File: config.mk
export PLATFORM = sky130hd
export DESIGN_NAME = wdtw_ram
export DESIGN_NICKNAME = d
export VERILOG_FILES = /design/src/rtl/windowed_dtw_distance_assert.svh /design/src/rtl/wdtw_ram.sv
export SDC_FILE = /design/constraint.sdc
export NUM_CORES = 2
export LEC_CHECK = 0
export BUFFER_PORTS_ARGS = -buffer_cell sky130_fd_sc_hd__buf_2
export CORE_ASPECT_RATIO = 1.25
export CORE_MARGIN = 4
export CORE_UTILIZATION = 35
export DETAILED_ROUTE_END_ITERATION = 7
export HOLD_SLACK_MARGIN = 0.02
export SLEW_MARGIN = 20
export SYNTH_ARGS = -nofsm -noshare
export SYNTH_HDL_FRONTEND = slang
export SYNTH_SLANG_ARGS = --single-unit
File: constraint.sdc
create_clock -name clock -period 2.3 [get_ports clock]
set_clock_uncertainty 0.1 [all_clocks]
set_input_delay 0.115 -clock clock [delete_from_list [all_inputs] [get_ports clock]]
set_output_delay 0.115 -clock clock [all_outputs]
set_load 0.02 [all_outputs]
File: src/rtl/windowed_dtw_distance_assert.svh
// Assertion macros shared by the windowed DTW distance RTL.
`ifndef WINDOWED_DTW_DISTANCE_ASSERT_SVH
`define WINDOWED_DTW_DISTANCE_ASSERT_SVH

// Same-cycle implication, checked on every clock edge outside reset.
`define WDTW_ASSERT_NOW(label, ante, cons) \
   label: assert property (@(posedge clock) disable iff (reset) (ante) |-> (cons)) \
      else $error("wdtw assertion failed");

// Next-cycle implication, checked on every clock edge outside reset.
`define WDTW_ASSERT_NEXT(label, ante, cons) \
   label: assert property (@(posedge clock) disable iff (reset) (ante) |=> (cons)) \
      else $error("wdtw assertion failed");

`endif

File: src/rtl/wdtw_ram.sv
// Generic single-write, single-read RAM with registered read data.
`default_nettype none
module wdtw_ram #(
   parameter int WIDTH = 16,
   parameter int DEPTH = 256,
   localparam int ADDR_BITS = (DEPTH > 1) ? $clog2(DEPTH) : 1
) (
   input  wire logic                 clock,
   input  wire logic                 wr_en,
   input  wire logic [ADDR_BITS-1:0] wr_addr,
   input  wire logic [WIDTH-1:0]     wr_data,
   input  wire logic [ADDR_BITS-1:0] rd_addr,
   output logic      [WIDTH-1:0]     rd_data
);
   logic [WIDTH-1:0] mem_ff [DEPTH];
   logic [WIDTH-1:0] rd_data_ff;

   always_ff @(posedge clock) begin
      if (wr_en) begin
         mem_ff[wr_addr] <= wr_data;
      end
      rd_data_ff <= mem_ff[rd_addr];
   end

   assign rd_data = rd_data_ff;
endmodule
`default_nettype wire

Word-level counts from Yosys, hierarchy flattened:

Memories as Yosys holds them, arrays and structs flattened. A register that Yosys moved wholly into a read port is not among the register bits.
Index checks and enable logic that the tools add are counted.

* RAM bits: 4096
* flip-flop bits (word level): 0
* ROM bits: 0
* output and inout port bits: 16
* input port bits: 34
* bits in latches: 0
* logic and storage cells: 3
* memories: 1

* div/mod/pow operators: 0
* add/subtract/negate cells: 0
* shifts and indexed selects: 0
* multiplexer cells: 2
* bitwise gates (word level): 0
* reduce and logical (&&, ||, !) cells: 0
* equality and inequality tests: 0
* order comparisons: 0
* multipliers: 0

Memory list
* mem_ff: depth 256, width 16, rd ports 1, clocked after Yosys merged registers in 1, wr ports 1, line wdtw_ram.sv:15 `logic [WIDTH-1:0] mem_ff [DEPTH];`

Operators with widths (number)
* $mux W1: 2

Depth between registers and ports, before layout:

* depth after elaboration: 2
* gate-level depth with buffers: 12
* mapped depth without buffers: 6

Worst setup path after synthesis:

Ideal clock, no wire load.

* kind: input port to flip-flop
* from: input wr_addr[3]
* to: memory mem_ff[235][0] (enable)
* library setup time: 388 ps
* arrival: 1892 ps
* stages on the path: 6
* buffers on the path: 3
* path slack: -80 ps
* data required time: 1812 ps
* cells stage by stage: clkbuf_1 > nor2b_1 > clkbuf_1 > nand4_1 > clkbuf_1 > nor2_1

RTL lines
* start, declared: line wdtw_ram.sv:10 `input wire logic [ADDR_BITS-1:0] wr_addr,`
* end, declared: line wdtw_ram.sv:15

No word-level cell before the write port.

==> flow_metrics.py <==
metrics = {
    "final_layout": {
        "final_common_cell": "edfxtp_1",
        "seqCellArea_um2": 123000,
        "nets": 8527,
        "drive_gt1_frac": 0.314,
        "mostFrequentLayoutCells": "4,096 x edfxtp_1, 797 x mux4_2, 760 x buf_4",
        "area_growth_pct": 20.0,
        "finalNonFillerCells": 14800,
        "multi_input_area_um2": 33700,
        "n_fill_cell": 38500,
    },
    "die": {
        "num_rows": 276,
        "die_h_um": 761,
        "pin_count": 50,
        "core_um2": 452000,
        "fp.dieArea_um2": 464000,
        "die_width_um": 610,
        "start_util": 0.351,
    },
    "clock_network": {
        "cts.path.max_buffers": 4,
        "numCtsBuffers": 384,
        "path_clk_slew_ns": 0.06,
        "cts_setup_buffers": 0,
        "cts_tree": "done",
        "cts_root_buffer": "clkbuf_16",
        "cts.sinks": 4112,
        "cts-htree-levels": 5,
        "clk_latency_ns": 0.99,
    },
    "timing": {
        "setup_ws_ns": -0.294,
        "fmaxAchievable_mhz": 386,
        "grt_setup_unrepaired": "true",
        "fin_crit_ns": 2.59,
        "hold_viol_final": 0,
        "period_share": 1.13,
        "setup_viol": 16,
        "max_slew.worst_pin.slew_ns": 0.930,
        "maxSlewHeadroom": 0.380,
        "finalMaxSlewViolations": 0,
    },
    "routing": {
        "finalWirelength_mm": 445,
        "drtIter0Drc": 9425,
        "drcViolationCount": 0,
        "final_antenna_net_count": 0,
        "vias": 81200,
        "drt-vias-per-instance": 5.49,
        "wl_per_cell_um": 30.1,
        "first_pass_iters": 5,
    },
    "power_and_ir_drop": {
        "p_per_area_nw_per_um2": 817,
        "power_leakage_uw": 0.0610,
        "peakVddDrop_mv": 0.587,
    },
    "logic_synthesis": {
        "synth.distinct_cells": 52,
        "synth_top_family_by_area": "multiplexers",
        "async_flop_share": 0,
        "synth_edf_count": 4096,
        "yosys.area_share.simple": 0.0157,
        "yosys_warnings": 0,
        "seq_area_frac_synth": 0.777,
        "netlist_instances": 7360,
        "synthAdderAreaFrac": 0,
        "netlist_area_um2": 159000,
        "synth_compound_area_frac": 0.0354,
        "syn_avg_cell_area_um2": 21.6,
        "synth_xor_area_frac": 0,
        "synthMuxAreaShare": 0.155,
        "syn_nets": 7394,
        "ys_ff_latch": 4112,
        "synthFlopType": "edfxtp_1",
    },
    "setup_path": {
        "cp.arrival_ns": 3.36,
        "crit_type": "reg -> reg",
        "r2r_start": "mem_ff[55][5]$_DFFE_PP_",
        "crit_path_start_kind": "flop",
        "rrSetupSlack_ns": -0.29,
        "rr_worst_depth": 6,
        "reg2reg_to": "rd_data[5]$_DFF_P_",
        "crit_path_end_kind": "flop",
        "cp_max_fo": 1,
        "required_ns": 3.07,
    },
    "place": {
        "place_inst": 14100,
        "place_ws_ns": -1.54,
        "io_buffer_count": 49,
        "routabilityCongestion": 0.926,
        "hpwl_mm": 287,
    },
    "global_routing": {
        "grt_use_total": 0.188,
        "grt-ovfl-total": 0,
        "antenna_found_initial": 32,
        "grt_max_degree": 111,
        "grt_pass1_vias": 82600,
        "grt_pass1_wl_mm": 630,
    },
    "worst_hold_path": {
        "hp-class": "in -> reg",
        "worstHoldStart": "wr_data[0]",
        "min_path_cells": 2,
        "min_to": "mem_ff[245][0]$_DFFE_PP_",
    },
    "status": {
        "status": "finished with violations",
        "violations": "negative setup slack",
    },
    "run": {
        "max-cap-violations": 0,
    },
}
Yosys cell counts (2+ instances only):
master | number | area share
dfxtp_1 | 16 | 0.0020
nand4b_1 | 3 | 0.00017
a221oi_1 | 28 | 0.0015
o21ai_0 | 37 | 0.0012
nor2_1 | 304 | 0.0072
buf_2 | 76 | 0.0024
or2_2 | 4 | 0.00016
o22ai_1 | 148 | 0.0058
a31oi_1 | 6 | 0.00024
clkbuf_1 | 230 | 0.0054
nand2b_1 | 3 | 0.00012
inv_1 | 3 | 0.000071
o221ai_1 | 252 | 0.014
a22o_1 | 32 | 0.0018
edfxtp_1 | 4096 | 0.77
buf_8 | 11 | 0.0010
nor2b_1 | 9 | 0.00035
buf_6 | 77 | 0.0055
mux2_2 | 88 | 0.0062
a2111oi_0 | 6 | 0.00033
nor4_1 | 17 | 0.00067
buf_12 | 5 | 0.00063
mux2i_1 | 565 | 0.036
nor3_1 | 92 | 0.0029
or3_1 | 2 | 0.000079
mux4_2 | 797 | 0.11
buf_1 | 27 | 0.00064
a211oi_1 | 18 | 0.00085
a21oi_1 | 175 | 0.0055
nand2_1 | 38 | 0.00090
a21o_1 | 2 | 0.000095
nand4_1 | 26 | 0.0010
nor4bb_1 | 2 | 0.00013
o31ai_1 | 16 | 0.00076
a22oi_1 | 43 | 0.0020
o32ai_1 | 20 | 0.0011
nand3_1 | 35 | 0.0011
buf_4 | 26 | 0.0012
and4_1 | 2 | 0.00011
and3_1 | 11 | 0.00043
critical path, stage by stage, from the launching register on:
cell,delay (ns)
edfxtp_1,0.37
mux4_2,0.48
mux4_2,0.58
a22o_4,0.34
o32ai_4,0.39
buf_4,0.19
nor4_1,0.04
cell families after synthesis:
kind of cell | count (synthesis)
AOI/OAI and AO/OA | 786
buffers and inverters | 456
muxes | 1450
DFF | 4112
and+or+nand+nor | 556
cell type report:
cell class	count	share of cell area
Clock buffer	481	0.0534
Tap cell	5977	0.0393
Clock inverter	202	0.0118
Inverter	4	0.000144
Antenna cell	17	0.000223
Timing Repair Buffer	1199	0.0712
Sequential cell	4112	0.647
Multi-Input combinational cell	2792	0.177
sequential cells by signal (all words and copies together) (netlist names):
name and flops:
mem_ff 4096, rd_data 16
report_power, final:
part	total, µW	internal (µW)	switching [µW]
Clock	63400	35600	27800
Sequential	82800	82600	182
Combinational	9360	3690	5670
worst max path at each step:
stage                                  startpoint                       end  slack [ns]  cells after the start
after floorplan                        wr_addr[3]  mem_ff[235][0]$_DFFE_PP_       -0.08                      6
after global placement                 rd_addr[0]        rd_data[1]$_DFF_P_       -1.53                     12
after detailed placement               rd_addr[0]        rd_data[1]$_DFF_P_       -1.54                     12
after CTS                 mem_ff[59][5]$_DFFE_PP_        rd_data[5]$_DFF_P_       -0.34                      6
after global routing      mem_ff[59][5]$_DFFE_PP_        rd_data[5]$_DFF_P_       -0.32                      6
final                     mem_ff[55][5]$_DFFE_PP_        rd_data[5]$_DFF_P_       -0.29                      6
stage by stage:
stage	instance area, µm²	TNS (ns)	total power [µW]	util	hold WS, ns
final	191000	-2.98	156000	0.421	0.109
after global routing	190000	-3.66	160000	0.421	0.0864
after CTS	190000	-3.47	157000	0.421	0.0279
after detailed placement	177000	-17.11	93500	0.392	0.309
after global placement	177000	-17.10	93300	0.392	0.308
after floorplan	159000	-107.72	88400	-	0.114
routing by layer:
layer | track usage | vias up | wire length (µm) | part of all wire
met5 | 0 | - | 47 | 0.00011
met4 | 0.0810 | 8 | 21900 | 0.049
met3 | 0.0293 | 734 | 30700 | 0.069
met2 | 0.318 | 3251 | 223000 | 0.50
met1 | 0.239 | 43600 | 170000 | 0.38
li1 | - | 33600 | - | -
what timing repair did:
| item | 4_1_cts | 5_1_grt |
|---|---|---|
| pin swaps | 26 | 14 |
| endpoints found under the hold margin | 6305 | 0 |
| gates cloned | 0 | 0 |
| gates resized for setup | 96 | 27 |
| hold buffers | 31 | 0 |
| endpoints found under the setup margin | 16 | 32 |
Note: power is estimated with default switching activity, not from simulation.
